### src/hw/rtl/totalizer_report_filter_top_assert.svh
// Assertion macros for the totalizer report filter.
// The clock and reset in scope must be named clk and rst_n.
`ifndef TOTALIZER_REPORT_FILTER_TOP_ASSERT_SVH
`define TOTALIZER_REPORT_FILTER_TOP_ASSERT_SVH
`ifndef SYNTHESIS
// Check a condition at every clock edge out of reset.
`define TRF_ASSERT(lbl, cond, msg) \
    lbl: assert property (@(posedge clk) disable iff (!rst_n) (cond)) else $error(msg);
// Check that a trigger is followed by a condition in the next cycle.
`define TRF_ASSERT_NEXT(lbl, pre, post, msg) \
    lbl: assert property (@(posedge clk) disable iff (!rst_n) (pre) |=> (post)) \
        else $error(msg);
`else
`define TRF_ASSERT(lbl, cond, msg)
`define TRF_ASSERT_NEXT(lbl, pre, post, msg)
`endif
`endif

### src/hw/rtl/trf_pkg.sv
// Shared constants for the totalizer report filter.
// No dependencies; used by the channel interfaces and the top level.
package trf_pkg;

    localparam int CHANNELS   = 2;
    localparam int CH_IDX_W   = (CHANNELS > 1) ? $clog2(CHANNELS) : 1;
    localparam int CHANNEL_W  = 1;
    localparam int VALUE_W    = 48;
    localparam int TIME_W     = 32;
    localparam int COUNT_W    = 32;
    localparam int CFG_DATA_W = 32;
    localparam int PADDR_W    = 3;
    localparam int REG_IDX_W  = PADDR_W - 2;

    localparam logic [REG_IDX_W-1:0] REG_STABLE_COUNT = REG_IDX_W'(0);
    localparam logic [REG_IDX_W-1:0] REG_MIN_INTERVAL = REG_IDX_W'(1);

    localparam logic [COUNT_W-1:0] STABLE_COUNT_RESET = COUNT_W'(10);
    localparam logic [TIME_W-1:0]  MIN_INTERVAL_RESET = TIME_W'(300000);
    localparam logic [COUNT_W-1:0] COUNT_MAX          = {COUNT_W{1'b1}};

endpackage

### src/hw/rtl/trf_frame_if.sv
// Input channel carrying one meter frame request.
// Depends on trf_pkg for field widths.
interface trf_frame_if;
    logic                             valid;
    logic                             ready;
    logic [trf_pkg::CHANNEL_W-1:0]    channel;
    logic                             totalizer_mode;
    logic [trf_pkg::VALUE_W-1:0]      reading_value;
    logic [trf_pkg::TIME_W-1:0]       time_ms;

    modport source (output valid, channel, totalizer_mode, reading_value, time_ms,
                    input ready);
    modport sink   (input valid, channel, totalizer_mode, reading_value, time_ms,
                    output ready);
endinterface

### src/hw/rtl/trf_report_if.sv
// Output channel carrying one report request per frame.
// Depends on trf_pkg for field widths.
interface trf_report_if;
    logic                        valid;
    logic                        ready;
    logic                        report_valid;
    logic [trf_pkg::VALUE_W-1:0] report_value;

    modport source (output valid, report_valid, report_value, input ready);
    modport sink   (input valid, report_valid, report_value, output ready);
endinterface

### src/hw/rtl/totalizer_report_filter_top.sv
// Totalizer report filter: per-channel report decision for meter frames.
// A frame passes through the input register and then the result register to the output.
// Throughput: one frame per cycle while the output is not stalled; channel state is read and
// written in the same cycle that a frame moves from the input register to the result register.
// Reset: clears all channel state and loads stable_count 10, min_interval_ms 300000.
// Depends on trf_pkg, trf_frame_if, trf_report_if and the assertion header.
`include "totalizer_report_filter_top_assert.svh"

module totalizer_report_filter_top (
    input  logic                             clk,
    input  logic                             rst_n,
    trf_frame_if.sink                        in_frame,
    trf_report_if.source                     out_report,
    input  logic                             psel,
    input  logic                             penable,
    input  logic                             pwrite,
    input  logic [trf_pkg::PADDR_W-1:0]      paddr,
    input  logic [trf_pkg::CFG_DATA_W-1:0]   pwdata,
    output logic [trf_pkg::CFG_DATA_W-1:0]   prdata,
    output logic                             pready
);

    // ------------------------------------------------------------------
    // Configuration registers (APB, zero wait states)
    // ------------------------------------------------------------------
    logic [trf_pkg::COUNT_W-1:0]   stable_count_reg;
    logic [trf_pkg::TIME_W-1:0]    min_interval_reg;
    logic                          cfg_write;
    logic [trf_pkg::REG_IDX_W-1:0] reg_idx;

    assign pready    = 1'b1;
    assign cfg_write = psel && penable && pwrite && pready;
    // Decode on the word index; byte offset bits are ignored.
    assign reg_idx   = paddr[trf_pkg::PADDR_W-1:2];

    always_ff @(posedge clk or negedge rst_n)
    begin
        if (!rst_n)
        begin
            stable_count_reg <= trf_pkg::STABLE_COUNT_RESET;
            min_interval_reg <= trf_pkg::MIN_INTERVAL_RESET;
        end
        else if (cfg_write)
        begin
            if (reg_idx == trf_pkg::REG_STABLE_COUNT)
            begin
                stable_count_reg <= pwdata;
            end
            if (reg_idx == trf_pkg::REG_MIN_INTERVAL)
            begin
                min_interval_reg <= pwdata;
            end
        end
    end

    always_comb
    begin
        unique case (reg_idx)
            trf_pkg::REG_STABLE_COUNT: prdata = stable_count_reg;
            trf_pkg::REG_MIN_INTERVAL: prdata = min_interval_reg;
            default:                   prdata = '0;
        endcase
    end

    // ------------------------------------------------------------------
    // Handshake: input register feeds the result register. A frame in the
    // input register advances whenever the result register is empty or is
    // being drained this cycle, so a new frame can enter every cycle while the sink is ready.
    // ------------------------------------------------------------------
    logic                             s1_valid_reg;
    logic [trf_pkg::CHANNEL_W-1:0]    s1_channel_reg;
    logic                             s1_mode_reg;
    logic [trf_pkg::VALUE_W-1:0]      s1_reading_reg;
    logic [trf_pkg::TIME_W-1:0]       s1_time_reg;

    logic                             out_valid_reg;
    logic                             out_report_valid_reg;
    logic [trf_pkg::VALUE_W-1:0]      out_report_value_reg;

    logic out_free;
    logic s1_adv;
    logic in_acc;

    assign out_free       = !out_valid_reg || out_report.ready;
    assign s1_adv         = s1_valid_reg && out_free;
    assign in_frame.ready = !s1_valid_reg || out_free;
    assign in_acc         = in_frame.valid && in_frame.ready;

    always_ff @(posedge clk or negedge rst_n)
    begin
        if (!rst_n)
        begin
            s1_valid_reg  <= 1'b0;
            out_valid_reg <= 1'b0;
        end
        else
        begin
            if (in_acc)
            begin
                s1_valid_reg <= 1'b1;
            end
            else if (s1_adv)
            begin
                s1_valid_reg <= 1'b0;
            end

            if (s1_adv)
            begin
                out_valid_reg <= 1'b1;
            end
            else if (out_report.ready)
            begin
                out_valid_reg <= 1'b0;
            end
        end
    end

    // Capture the frame payload on acceptance.
    always_ff @(posedge clk)
    begin
        if (in_acc)
        begin
            s1_channel_reg <= in_frame.channel;
            s1_mode_reg    <= in_frame.totalizer_mode;
            s1_reading_reg <= in_frame.reading_value;
            s1_time_reg    <= in_frame.time_ms;
        end
    end

    // ------------------------------------------------------------------
    // Per-channel state
    // ------------------------------------------------------------------
    logic [trf_pkg::VALUE_W-1:0] last_reported_value_reg [trf_pkg::CHANNELS];
    logic [trf_pkg::TIME_W-1:0]  last_reported_time_reg  [trf_pkg::CHANNELS];
    logic [trf_pkg::VALUE_W-1:0] last_seen_value_reg     [trf_pkg::CHANNELS];
    logic [trf_pkg::COUNT_W-1:0] repeat_count_reg        [trf_pkg::CHANNELS];
    logic                        was_in_mode_reg         [trf_pkg::CHANNELS];

    logic [trf_pkg::CH_IDX_W-1:0] cur_idx;
    logic                         in_range;
    logic [trf_pkg::VALUE_W-1:0]  cur_lrv;
    logic [trf_pkg::TIME_W-1:0]   cur_lrt;
    logic [trf_pkg::VALUE_W-1:0]  cur_seen;
    logic [trf_pkg::COUNT_W-1:0]  cur_rc;
    logic                         cur_was;

    assign cur_idx  = trf_pkg::CH_IDX_W'(s1_channel_reg);
    // A channel number beyond the configured count touches no state.
    assign in_range = 32'(s1_channel_reg) < 32'(trf_pkg::CHANNELS);
    assign cur_lrv  = last_reported_value_reg[cur_idx];
    assign cur_lrt  = last_reported_time_reg[cur_idx];
    assign cur_seen = last_seen_value_reg[cur_idx];
    assign cur_rc   = repeat_count_reg[cur_idx];
    assign cur_was  = was_in_mode_reg[cur_idx];

    // ------------------------------------------------------------------
    // Report decision
    // ------------------------------------------------------------------
    logic                        mode_entry;
    logic [trf_pkg::TIME_W-1:0]  elapsed;
    logic                        stable;
    logic                        gap_met;
    logic                        changed;
    logic                        report;
    logic [trf_pkg::VALUE_W-1:0] report_value;
    logic [trf_pkg::VALUE_W-1:0] lrv_next;
    logic [trf_pkg::TIME_W-1:0]  lrt_next;
    logic [trf_pkg::VALUE_W-1:0] seen_next;
    logic [trf_pkg::COUNT_W-1:0] rc_next;
    logic                        state_write;

    assign mode_entry  = s1_mode_reg && !cur_was;
    // Elapsed time wraps modulo 2^32.
    assign elapsed     = s1_time_reg - cur_lrt;
    assign gap_met     = elapsed >= min_interval_reg;
    assign changed     = s1_reading_reg != cur_lrv;
    assign state_write = s1_adv && in_range;

    always_comb
    begin
        report       = 1'b0;
        report_value = '0;
        lrv_next     = cur_lrv;
        lrt_next     = cur_lrt;
        seen_next    = cur_seen;
        rc_next      = cur_rc;
        stable       = 1'b0;

        if (mode_entry)
        begin
            // Entering the mode: report the reading at once.
            seen_next    = s1_reading_reg;
            rc_next      = '0;
            lrv_next     = s1_reading_reg;
            lrt_next     = s1_time_reg;
            report       = 1'b1;
            report_value = s1_reading_reg;
        end
        else if (s1_mode_reg)
        begin
            // Staying in the mode: track repeats, saturating at all ones.
            if (s1_reading_reg != cur_seen)
            begin
                seen_next = s1_reading_reg;
                rc_next   = '0;
            end
            else if (cur_rc != trf_pkg::COUNT_MAX)
            begin
                rc_next = cur_rc + trf_pkg::COUNT_W'(1);
            end

            // Judge stability on the updated repeat count.
            stable = rc_next >= stable_count_reg;

            if (stable && gap_met && changed)
            begin
                lrv_next     = s1_reading_reg;
                lrt_next     = s1_time_reg;
                report       = 1'b1;
                report_value = s1_reading_reg;
            end
        end
        else if (cur_was)
        begin
            // Leaving the mode: flush the last reading if never reported.
            if (cur_seen != cur_lrv)
            begin
                lrv_next     = cur_seen;
                lrt_next     = s1_time_reg;
                report       = 1'b1;
                report_value = cur_seen;
            end
        end

        if (!in_range)
        begin
            report       = 1'b0;
            report_value = '0;
        end
    end

    always_ff @(posedge clk or negedge rst_n)
    begin
        if (!rst_n)
        begin
            for (int i = 0; i < trf_pkg::CHANNELS; i++)
            begin
                last_reported_value_reg[i] <= '0;
                last_reported_time_reg[i]  <= '0;
                last_seen_value_reg[i]     <= '0;
                repeat_count_reg[i]        <= '0;
                was_in_mode_reg[i]         <= 1'b0;
            end
        end
        else if (state_write)
        begin
            last_reported_value_reg[cur_idx] <= lrv_next;
            last_reported_time_reg[cur_idx]  <= lrt_next;
            last_seen_value_reg[cur_idx]     <= seen_next;
            repeat_count_reg[cur_idx]        <= rc_next;
            was_in_mode_reg[cur_idx]         <= s1_mode_reg;
        end
    end

    // Result register: hold until the sink takes it.
    always_ff @(posedge clk)
    begin
        if (s1_adv)
        begin
            out_report_valid_reg <= report;
            out_report_value_reg <= report_value;
        end
    end

    assign out_report.valid        = out_valid_reg;
    assign out_report.report_valid = out_report_valid_reg;
    assign out_report.report_value = out_report_value_reg;

    // ------------------------------------------------------------------
    // Assertions
    // ------------------------------------------------------------------
    `TRF_ASSERT(a_zero_when_quiet,
        !(out_valid_reg && !out_report_valid_reg && (out_report_value_reg != '0)),
        "report value not zero without a report")
    `TRF_ASSERT_NEXT(a_entry_reports, s1_adv && in_range && mode_entry,
        out_valid_reg && out_report_valid_reg, "mode entry did not report")
    `TRF_ASSERT_NEXT(a_report_recorded, state_write && report,
        last_reported_value_reg[$past(cur_idx)] == out_report_value_reg,
        "last reported value differs from the report")
    `TRF_ASSERT_NEXT(a_count_saturates,
        state_write && s1_mode_reg && cur_was && (cur_rc == trf_pkg::COUNT_MAX)
            && (s1_reading_reg == cur_seen),
        repeat_count_reg[$past(cur_idx)] == trf_pkg::COUNT_MAX,
        "repeat count wrapped")

endmodule

### src/flat_wrapper.sv
// flat-port wrapper written by rule: the top's interface ports become plain ports
module totalizer_report_filter_top_flat 
  (clk, rst_n, psel, penable, pwrite, paddr, pwdata, prdata, pready, in_frame_valid, in_frame_channel, in_frame_totalizer_mode, in_frame_reading_value, in_frame_time_ms, in_frame_ready, out_report_valid, out_report_report_valid, out_report_report_value, out_report_ready);
  trf_frame_if in_frame_i ();
  trf_report_if out_report_i ();
  input  logic clk;
  input  logic rst_n;
  input  logic psel;
  input  logic penable;
  input  logic pwrite;
  input  logic [trf_pkg::PADDR_W-1:0] paddr;
  input  logic [trf_pkg::CFG_DATA_W-1:0] pwdata;
  output logic [trf_pkg::CFG_DATA_W-1:0] prdata;
  output logic pready;
  input wire logic [$bits(in_frame_i.valid)-1:0] in_frame_valid;
  input wire logic [$bits(in_frame_i.channel)-1:0] in_frame_channel;
  input wire logic [$bits(in_frame_i.totalizer_mode)-1:0] in_frame_totalizer_mode;
  input wire logic [$bits(in_frame_i.reading_value)-1:0] in_frame_reading_value;
  input wire logic [$bits(in_frame_i.time_ms)-1:0] in_frame_time_ms;
  output wire logic [$bits(in_frame_i.ready)-1:0] in_frame_ready;
  output wire logic [$bits(out_report_i.valid)-1:0] out_report_valid;
  output wire logic [$bits(out_report_i.report_valid)-1:0] out_report_report_valid;
  output wire logic [$bits(out_report_i.report_value)-1:0] out_report_report_value;
  input wire logic [$bits(out_report_i.ready)-1:0] out_report_ready;
  assign in_frame_i.valid = in_frame_valid;
  assign in_frame_i.channel = in_frame_channel;
  assign in_frame_i.totalizer_mode = in_frame_totalizer_mode;
  assign in_frame_i.reading_value = in_frame_reading_value;
  assign in_frame_i.time_ms = in_frame_time_ms;
  assign in_frame_ready = in_frame_i.ready;
  assign out_report_valid = out_report_i.valid;
  assign out_report_report_valid = out_report_i.report_valid;
  assign out_report_report_value = out_report_i.report_value;
  assign out_report_i.ready = out_report_ready;
  totalizer_report_filter_top u_core (.clk(clk), .rst_n(rst_n), .in_frame(in_frame_i), .out_report(out_report_i), .psel(psel), .penable(penable), .pwrite(pwrite), .paddr(paddr), .pwdata(pwdata), .prdata(prdata), .pready(pready));
endmodule
### config.mk
export PLATFORM = sky130hd
export DESIGN_NAME = totalizer_report_filter_top_flat
export DESIGN_NICKNAME = d
export VERILOG_FILES = /design/src/hw/rtl/trf_pkg.sv /design/src/hw/rtl/trf_frame_if.sv /design/src/hw/rtl/trf_report_if.sv /design/src/hw/rtl/totalizer_report_filter_top.sv /design/src/flat_wrapper.sv
export VERILOG_INCLUDE_DIRS = /design/src /design/src/hw/rtl
export SDC_FILE = /design/constraint.sdc
export NUM_CORES = 1
export LEC_CHECK = 0
export BUFFER_PORTS_ARGS = -buffer_cell sky130_fd_sc_hd__buf_2
export CAP_MARGIN = 20
export CORE_ASPECT_RATIO = 2
export CORE_UTILIZATION = 60
export DETAILED_ROUTE_END_ITERATION = 10
export PLACE_DENSITY = 0.8
export SLEW_MARGIN = 5
export SYNTH_ARGS = -nofsm -noshare
export SYNTH_HDL_FRONTEND = slang
export SYNTH_SLANG_ARGS = --single-unit
export TNS_END_PERCENT = 50
### constraint.sdc
create_clock -name clk -period 17.4 [get_ports clk]
set_input_delay 0.87 -clock clk [delete_from_list [all_inputs] [get_ports clk]]
set_output_delay 0.87 -clock clk [all_outputs]
set_load 0.05 [all_outputs]
## After elaboration in Yosys (flattened, before gate mapping)

Cells that the tools add are included.

| word-level totals | value |
|---|---|
| bits of input ports | 124 |
| output and inout port bits | 84 |
| register bits after elaboration | 519 |
| logic and storage cells | 108 |

| operators by class | value |
|---|---|
| bitwise operators | 2 |
| reductions and logical operators | 17 |
| multiplexer cells | 59 |
| equality and inequality tests | 4 |
| $lt $le $gt $ge | 4 |
| $add $sub $neg | 2 |

Operator list:

| operator | count |
|---|---|
| two-way mux 48 bit | 20 |
| two-way mux 32 bit | 18 |
| bitwise mux 96 bit | 2 |
| != test 48 bit | 3 |
| bitwise mux 64 bit | 2 |
| greater-or-equal comparator 32 bit | 2 |
| one-hot mux 32 bit (2 select lines) | 1 |
| demux 48 bit (select 1 bit) | 1 |
| adder 32 x 1 -> 32 bit, second input constant | 1 |
| demux 32 bit (select 1 bit) | 1 |
| != test 32 bit, second input constant | 1 |
| subtractor 32 bit | 1 |
| two-way mux 1 bit | 12 |
| logical AND 1 bit | 8 |
| AND reduction 2 bit | 2 |
| nonzero test 2 bit | 2 |
| logical NOT 1 bit | 3 |
| bitwise mux 2 bit | 1 |
| greater-or-equal comparator 2 bit, second input constant | 1 |
| logical OR 1 bit | 2 |
| less-than comparator 2 x 1 -> 1 bit, second input constant | 1 |
| NOT 1 -> 2 bit | 1 |
| demux 1 bit (select 1 bit) | 1 |
| NOT 1 bit | 1 |

## Depth between registers and ports, before layout

Gate-level depths: netlist of the first run.

| logic depth | value |
|---|---|
| depth in word-level cells | 16 |
| mapped depth | 34 |
| depth with buffers taken out | 23 |

## Worst setup path before layout of the first run

No wires, ideal clock.

| timing | value |
|---|---|
| kind | reg-to-reg |
| from | register u_core.s1_channel_reg, in the netlist u_core.cur_idx |
| to | register u_core.last_reported_value_reg[77] in the netlist's numbering |
| cell stages (with the launch flop) | 33 |
| setup time | 0.120 ns |
| slack | 10.461 ns |
| buffers on the path | 11 |
| arrival time | 6.818 ns |
| cell sequence | edfxtp_1 > buf_6 > buf_8 > buf_6 > buf_6 > buf_4 > buf_2 > buf_2 > clkbuf_1 > buf_2 > mux2i_1 > ha_1 > a21oi_1 > o21ai_0 > a2111oi_0 > o211ai_1 > a311oi_1 > nor3_1 > or3_1 > a21oi_1 > xnor2_1 > ha_1 > nand3_1 > nor2_1 > nand2_1 > nor3_1 > nand3_1 > o211a_1 > o31a_1 > or2_2 > buf_2 > buf_2 > a31o_2 |

| between the ends | value |
|---|---|
| word-level cells in the longest chain between the ends | 16 |

Ends and longest elaborated chain:

| what | line | text |
|---|---|---|
| start: declaration | totalizer_report_filter_top.sv:71 | `logic [trf_pkg::CHANNEL_W-1:0] s1_channel_reg;` |
| start signal: assignment | totalizer_report_filter_top.sv:123 | `s1_channel_reg <= in_frame.channel;` |
| NOT 1 -> 2 bit (not written as such) (*) | - |  |
| two-way mux 32 bit (not written as such) (3 in series) | totalizer_report_filter_top.sv:153 | `assign cur_rc = repeat_count_reg[cur_idx];` |
| adder 32 x 1 -> 32 bit or != test 32 bit (tied branches) | totalizer_report_filter_top.sv:209, totalizer_report_filter_top.sv:207 |  |
| two-way mux 32 bit | totalizer_report_filter_top.sv:207 | `else if (cur_rc != trf_pkg::COUNT_MAX)` |
| two-way mux 32 bit | totalizer_report_filter_top.sv:202 | `if (s1_reading_reg != cur_seen)` |
| two-way mux 32 bit | totalizer_report_filter_top.sv:199 | `else if (s1_mode_reg)` |
| two-way mux 32 bit | totalizer_report_filter_top.sv:189 | `if (mode_entry)` |
| greater-or-equal comparator 32 bit | totalizer_report_filter_top.sv:213 | `stable = rc_next >= stable_count_reg;` |
| logical AND 1 bit (2 in series) | totalizer_report_filter_top.sv:215 | `if (stable && gap_met && changed)` |
| two-way mux 48 bit | totalizer_report_filter_top.sv:215 |  |
| two-way mux 48 bit | totalizer_report_filter_top.sv:199 |  |
| two-way mux 48 bit | totalizer_report_filter_top.sv:189 |  |
| bitwise mux 96 bit (*) | totalizer_report_filter_top.sv:257 | `last_reported_value_reg[cur_idx] <= lrv_next;` |
| end signal: indexed assignment | totalizer_report_filter_top.sv:257 |  |
| end: declaration | totalizer_report_filter_top.sv:133 | `logic [trf_pkg::VALUE_W-1:0] last_reported_value_reg [trf_pkg::CHANNELS];` |

Mark *: on every way between the ends. The rest lies on a longest branch, timed or not. The select of a mux whose other input is x is not followed.
A chain may end at the register's enable or synchronous reset.

## Worst setup path in the final report of the first run

| timing | value |
|---|---|
| from | register u_core.s1_channel_reg, in the netlist u_core.cur_idx |
| to | register u_core.last_reported_value_reg[51] in the netlist's numbering |

Same word-level chain as after synthesis.

==> results.txt, run 1 <==
Area Overhead vs Synth: 8.87%
RSZ-0062 raised after global routing: false
chip height: 322 um
CP max FO: 80
critical path's slowest cell: buf_4
CP top delay family: buffers and inverters
Post-CTS Setup Inserts: 0
CP bufs+invs: 6
I/O pin total: 208
Yosys cell types: 79
Max Cap Violations: 0
Post-synth EDFFs: 131
CP Capture Point: u_core.last_reported_value_reg[51]
cell area after placement: 0.0317 mm^2
largest net degree at the start of global routing: 252
CTS clk-pin slew, worst paths: 0.06 ns
most common cell after layout, fill and taps aside: nand2_1
GPL Wtd Cong: 0.998
main flop type after synthesis: dfrtp_1
Power Density: 128 mW/mm^2
CP dominant cell by count: buf_4
Critical Path AT: 9.87 ns
WP depth: 27
post-DR vias/cell: 6.72
syn avg cell area: 10.2 um^2
Final Cycle Share: 0.537
Max Fclk: 0.107 GHz
Setup TNS Final: 0 ns
CTS tree: built
status: finished, final reports clean
Max-slew headroom: 0.0996
Async SR Flop Fraction: 0.748
initial antenna violation count: 0
Reg2Reg Depth: 27
row count: 116
Final Cell Area: 0.0334 mm^2
nets: 3323
reg2reg end: u_core.last_reported_value_reg[51]
DP Wirelength: 61.3 mm
die area: 0.0521 mm^2
first-pass GRT wire length: 144 mm
RR Startpoint: u_core.cur_idx
TritonCTS buffer count: 47
worst vdd ir: 0.114 mV
clk sinks: 519
final worst setup slack: 8.06 ns
Fin. Hold Viols: 0
critical path capture point type: register
Placed Cells: 3697
Die Width: 162 um
Setup WS pre-CTS: 7.80 ns
share of cells above drive strength 1: 0.183
drt initial violations: 2901
Synth Register Bits: 519
final std cells w/o fill: 3791
worst reg-to-reg setup slack: 8.06 ns
maximum buffer depth of the clock tree: 3
max incr delay on CP: 0.81 ns
htree depth: 2
Detail Route Antenna Nets: 0
Post-Syn Instances: 3022
clock latency at the later pin of the worst-skew pair: 0.61 ns
CP Launch Point: u_core.cur_idx
Seq/Total Area, Yosys: 0.445
GRT Residual Overflow: 0
fill count: 3908
Static Leak: 14.0 nW
Post-Route Skew: 0.0228 ns
vias in the first global route: 26300
drt first pass iters: 6
critical path required time: 17.93 ns
Final Slew Violations: 0
WL/cell: 24.9 um
Synth Net Count: 3244
Root Driver: clkbuf_16
critical path class: register to register
hold-fix buffers at CTS: 0
final hold slack: 0.364 ns
synthesized area: 0.0307 mm^2
Worst Hold Class: input pin to async pin
most frequent cells in the layout: nand2_1 (405), dfrtp_1 (378), buf_2 (205), nor2_1 (183), xnor2_1 (177)
PortBufs: 204
Final min period: 9.34 ns
slew of the pin with the lowest slew margin: 1.34 ns
final wirelength: 94.5 mm
Worst Setup Start Kind: register
core area: 0.0502 mm^2
Total GRT Usage: 0.361
Initial Util: 0.611
post-CTS sizing: 0
final setup fails: 0
synth warn: 0
vias: 25500
drt drc: 0
[metrics by stage]
step | power, mW | util
4_1_cts | 4.26 | 0.664
3_3_place_gp | 3.06 | 0.632
6_report | 4.29 | 0.666
2_1_floorplan | 2.71 | -
5_1_grt | 4.45 | 0.666
3_5_place_dp | 3.14 | 0.632
[worst min-delay path by stage]
stage,end,start,depth (start not counted),slack [ns]
after floorplan,u_core.repeat_count_reg[55],u_core.repeat_count_reg[55],2,0.44
after global placement,u_core.repeat_count_reg[1],u_core.repeat_count_reg[1],2,0.46
after detailed placement,u_core.repeat_count_reg[11],u_core.repeat_count_reg[11],2,0.48
after CTS,u_core.stable_count_reg[9],rst_n,1,0.41
after global routing,u_core.s1_reading_reg[14],in_frame_reading_value[14],1,0.43
final,u_core.stable_count_reg[9],rst_n,1,0.36
[Yosys cell counts (4+ instances only)]
library cell    n  area, um^2
o21ai_1        20         100
nor2_1        184         691
xnor2_1       177        1550
nor3_1         22         110
a311o_1        62         621
dfrtp_1       378        9460
mux2_1         41         462
nor4_1         35         219
a21o_1         24         180
edfxtp_1      131        3930
or3_1           6        37.5
a21oi_1        58         290
o31ai_1        98         736
nor2b_1         8        50.1
a31o_1         32         280
dfstp_2        10         263
buf_6          21         236
a22oi_1         4        30.0
o21ai_0        93         465
mux2_2        144        1620
a211oi_1       13        97.6
nand2_1       406        1520
o21a_1          6        45.0
nand3b_1       14         105
mux2i_1       142        1420
nand4_1        31         194
mux2i_2        18         248
buf_4          16         120
o22a_1          6        52.6
clkbuf_1      100         375
o21bai_1        4        30.0
o22ai_1        50         313
and2_1          5        31.3
a31oi_1         9        56.3
a31o_2         64         561
or2_2           5        31.3
buf_2          59         295
inv_1          76         285
xor2_1         46         403
nand3_1       162         811
nand2b_1       21         131
ha_1           97        1210
o211ai_1       65         488
buf_1          12        45.0
[layout make-up]
class | instances | area (um^2) | area share
multi-input cells | 2215 | 15700 | 0.470
inverters | 77 | 289 | 0.00865
well taps | 649 | 812 | 0.0243
clock buffers | 62 | 1290 | 0.0387
flip-flops and latches | 519 | 13700 | 0.408
clock inverters | 26 | 319 | 0.00954
repair buffers | 241 | 1360 | 0.0406
diodes | 2 | 5.00 | 0.000150
[report_power, final]
| group | total (mW) | switching [mW] | internal (mW) |
|---|---|---|---|
| sequential | 1.72 | 0.211 | 1.51 |
| combinational | 1.45 | 0.893 | 0.558 |
| clock | 1.12 | 0.486 | 0.631 |
[logic make-up (layout without fill, tap and decap cells)]
logic type	Yosys count	after routing	share of synthesized area
adder cells (fa/ha/maj)	98	98	0.0402
buffers and inverters	288	406	0.0460
flip-flops	519	519	0.445
AND/OR/NAND/NOR	915	915	0.134
AO/OA/AOI/OAI	633	633	0.149
other	1	3	0.000122
multiplexers	345	345	0.122
XOR/XNOR	223	223	0.0636
[metal layers]
metal	up-vias	global-route usage	wire, um
met4	0	0.322	8800
li1	11200	-	-
met1	12500	0.378	32000
met2	1402	0.626	47500
met3	457	0.0506	6260
met5	-	0	0
No activity file was read; power rests on OpenSTA's default activity.
==> inputs of run 2 (changes only) <==
==> constraint.sdc (replaced) <==
create_clock -name clk -period 9.7 [get_ports clk]
set_input_delay 0.485 -clock clk [delete_from_list [all_inputs] [get_ports clk]]
set_output_delay 0.485 -clock clk [all_outputs]
set_load 0.05 [all_outputs]
==> results.txt, run 2 (synthesis results as in run 1) <==
status: finished, final reports clean
RSZ-0062 raised after global routing: false
Antenna diodes: 0 (-2)
drt drc: 0 (unchanged)
Final Slew Violations: 0 (unchanged)
Max-slew headroom: 0.188 (+0.0884)
maximum buffer depth of the clock tree: 3 (unchanged)
final worst setup slack: 1.77 ns (-6.29 ns)
Detail Route Antenna Nets: 0 (unchanged)
most frequent cells in the layout: nand2_1 (405), dfrtp_1 (378), buf_2 (203), nor2_1 (183), xnor2_1 (177)
Reg2Reg Depth: 25 (-7.4%)
met1 Resource Use GR: 0.385 (+0.00708)
Worst Setup Start Kind: register
Setup TNS Final: 0 ns (unchanged)
RR Startpoint: u_core.cur_idx
CP bufs+invs: 4 (-2)
CTS tree: built
CTS clk-pin slew, worst paths: 0.07 ns (about the same)
critical path class: register to register
nets: 3324 (+0.030%)
Root Driver: clkbuf_16
Initial Util: 0.611 (unchanged)
Hold Crit Start: in_frame_reading_value[30]
critical path required time: 10.19 ns (-7.74 ns)
Max Fclk: 0.126 GHz (+18%)
Setup WS pre-CTS: 1.97 ns (-5.83 ns)
Critical Path AT: 8.42 ns (-1.45 ns)
GRT Residual Overflow: 0 (unchanged)
post-CTS sizing: 0 (unchanged)
GPL Wtd Cong: 0.990 (-0.83%)
critical path's slowest cell: edfxtp_1
largest net degree at the start of global routing: 240 (-4.8%)
reg2reg end: u_core.last_reported_value_reg[0]
htree depth: 2 (unchanged)
core area: 0.0502 mm^2 (unchanged)
vias in the first global route: 25800 (-1.8%)
met3 usage: 0.0529 (+0.00232)
Placed Cells: 3700 (+0.081%)
clock latency at the later pin of the worst-skew pair: 0.61 ns (about the same)
Die Width: 162 um (unchanged)
critical path capture point type: register
drt initial violations: 2912 (+0.38%)
Max Cap Violations: 0 (unchanged)
Power Density: 233 mW/mm^2 (+82%)
CP top delay family: compound AO/OA/AOI/OAI gates
DP Wirelength: 62.2 mm (+1.5%)
Area Overhead vs Synth: 9.46%
Post-Route Skew: 0.0298 ns (+0.00702 ns)
I/O pin total: 208 (unchanged)
Fin. Hold Viols: 0 (unchanged)
final setup fails: 0 (unchanged)
initial antenna violation count: 0 (unchanged)
slew of the pin with the lowest slew margin: 1.21 ns (-0.131 ns)
Final Cycle Share: 0.818 (+0.281)
worst vdd ir: 0.206 mV (+80%)
fill count: 3872 (-0.92%)
busiest layer in global routing: met2
WL/cell: 25.2 um (+0.94%)
Worst Hold Endpoint: u_core.s1_reading_reg[30]
clk sinks: 519 (unchanged)
drt first pass iters: 6 (unchanged)
die area: 0.0521 mm^2 (unchanged)
PortBufs: 204 (unchanged)
most common cell after layout, fill and taps aside: nand2_1
TritonCTS buffer count: 48 (+2.1%)
final std cells w/o fill: 3791 (unchanged)
share of cells above drive strength 1: 0.187 (+0.00370)
final wirelength: 95.4 mm (+0.94%)
vias: 25600 (+0.35%)
max incr delay on CP: 0.78 ns (-0.03 ns)
CP max FO: 55 (-31%)
chip height: 322 um (unchanged)
met2 Track Usage GR: 0.627 (+0.00143)
row count: 116 (unchanged)
Total GRT Usage: 0.366 (+0.00476)
worst reg-to-reg setup slack: 1.77 ns (-6.29 ns)
Final min period: 7.93 ns (-1.41 ns)
Worst Hold Class: input pin to register
post-DR vias/cell: 6.75 (+0.35%)
hold path depth: 1
Static Leak: 14.1 nW (+0.45%)
first-pass GRT wire length: 145 mm (+0.70%)
==> run 2: cell type report <==
| cell class | count | area [um^2] | share of cell area |
|---|---|---|---|
| Timing Repair Buffer | 241 | 1360 | 0.0405 |
| Multi-Input combinational cell | 2215 | 15700 | 0.467 |
| Clock inverter | 31 | 419 | 0.0125 |
| Clock buffer | 59 | 1370 | 0.0407 |
| Sequential cell | 519 | 13700 | 0.406 |
| Inverter | 77 | 289 | 0.00860 |
| Tap cell | 649 | 812 | 0.0242 |
==> run 2: worst reg2reg max path: stages, from the launching register on <==
cell	delay [ns]
edfxtp_1	0.78
buf_12	0.42
buf_4	0.49
mux2i_1	0.29
ha_1	0.32
a211oi_1	0.31
o21ai_0	0.18
nand3_1	0.14
o211ai_1	0.24
a311oi_1	0.46
nor3_1	0.14
or3_1	0.37
a21oi_1	0.18
xnor2_1	0.08
ha_1	0.29
nand3_1	0.08
nor2_1	0.12
nand2_1	0.09
nor3_1	0.37
nand3_1	0.14
o211a_1	0.28
o31a_2	0.39
buf_4	0.32
or2_2	0.65
buf_4	0.38
a31o_2	0.30
==> run 2: layer usage <==
| layer | routed length [um] | share of wire |
|---|---|---|
| met5 | 0 | 0 |
| met2 | 47900 | 0.50 |
| met3 | 6200 | 0.065 |
| met4 | 9460 | 0.099 |
| met1 | 31800 | 0.33 |
==> run 2: power breakdown <==
group	switching [mW]	leakage, nW	internal (mW)
Combinational	1.60	7.32	0.999
Sequential	0.383	5.93	2.71
Clock	0.894	0.860	1.25
==> run 2: what timing repair did <==
| item | in CTS | in global routing |
|---|---|---|
| hold buffers | 1 | 0 |
| endpoints found under the hold margin | 26 | 0 |
| setup buffers | 0 | 0 |
| endpoints found under the setup margin | 0 | 0 |
==> run 2: how the worst max path moves through the flow <==
stage                        start                            endpoint  slack, ns  depth (start not counted)
CTS                 u_core.cur_idx   u_core.last_reported_value_reg[0]       1.91                         25
floorplan           u_core.cur_idx  u_core.last_reported_value_reg[77]       2.76                         32
global placement    u_core.cur_idx  u_core.last_reported_value_reg[16]       2.08                         25
detailed placement  u_core.cur_idx  u_core.last_reported_value_reg[16]       1.97                         25
global route        u_core.cur_idx  u_core.last_reported_value_reg[16]       1.56                         25
finish              u_core.cur_idx   u_core.last_reported_value_reg[0]       1.77                         25
==> run 2: per-stage QoR <==
step / power, mW / instance area, um^2 / utilization / hold WS, ns
floorplan: 4.86 / 30700 / - / 0.189
CTS: 7.78 / 33600 / 0.669 / 0.0312
global route: 8.13 / 33600 / 0.669 / 0.0396
finish: 7.84 / 33600 / 0.669 / 0.0479
global placement: 5.50 / 31800 / 0.633 / 0.458
detailed placement: 5.64 / 31800 / 0.633 / 0.466
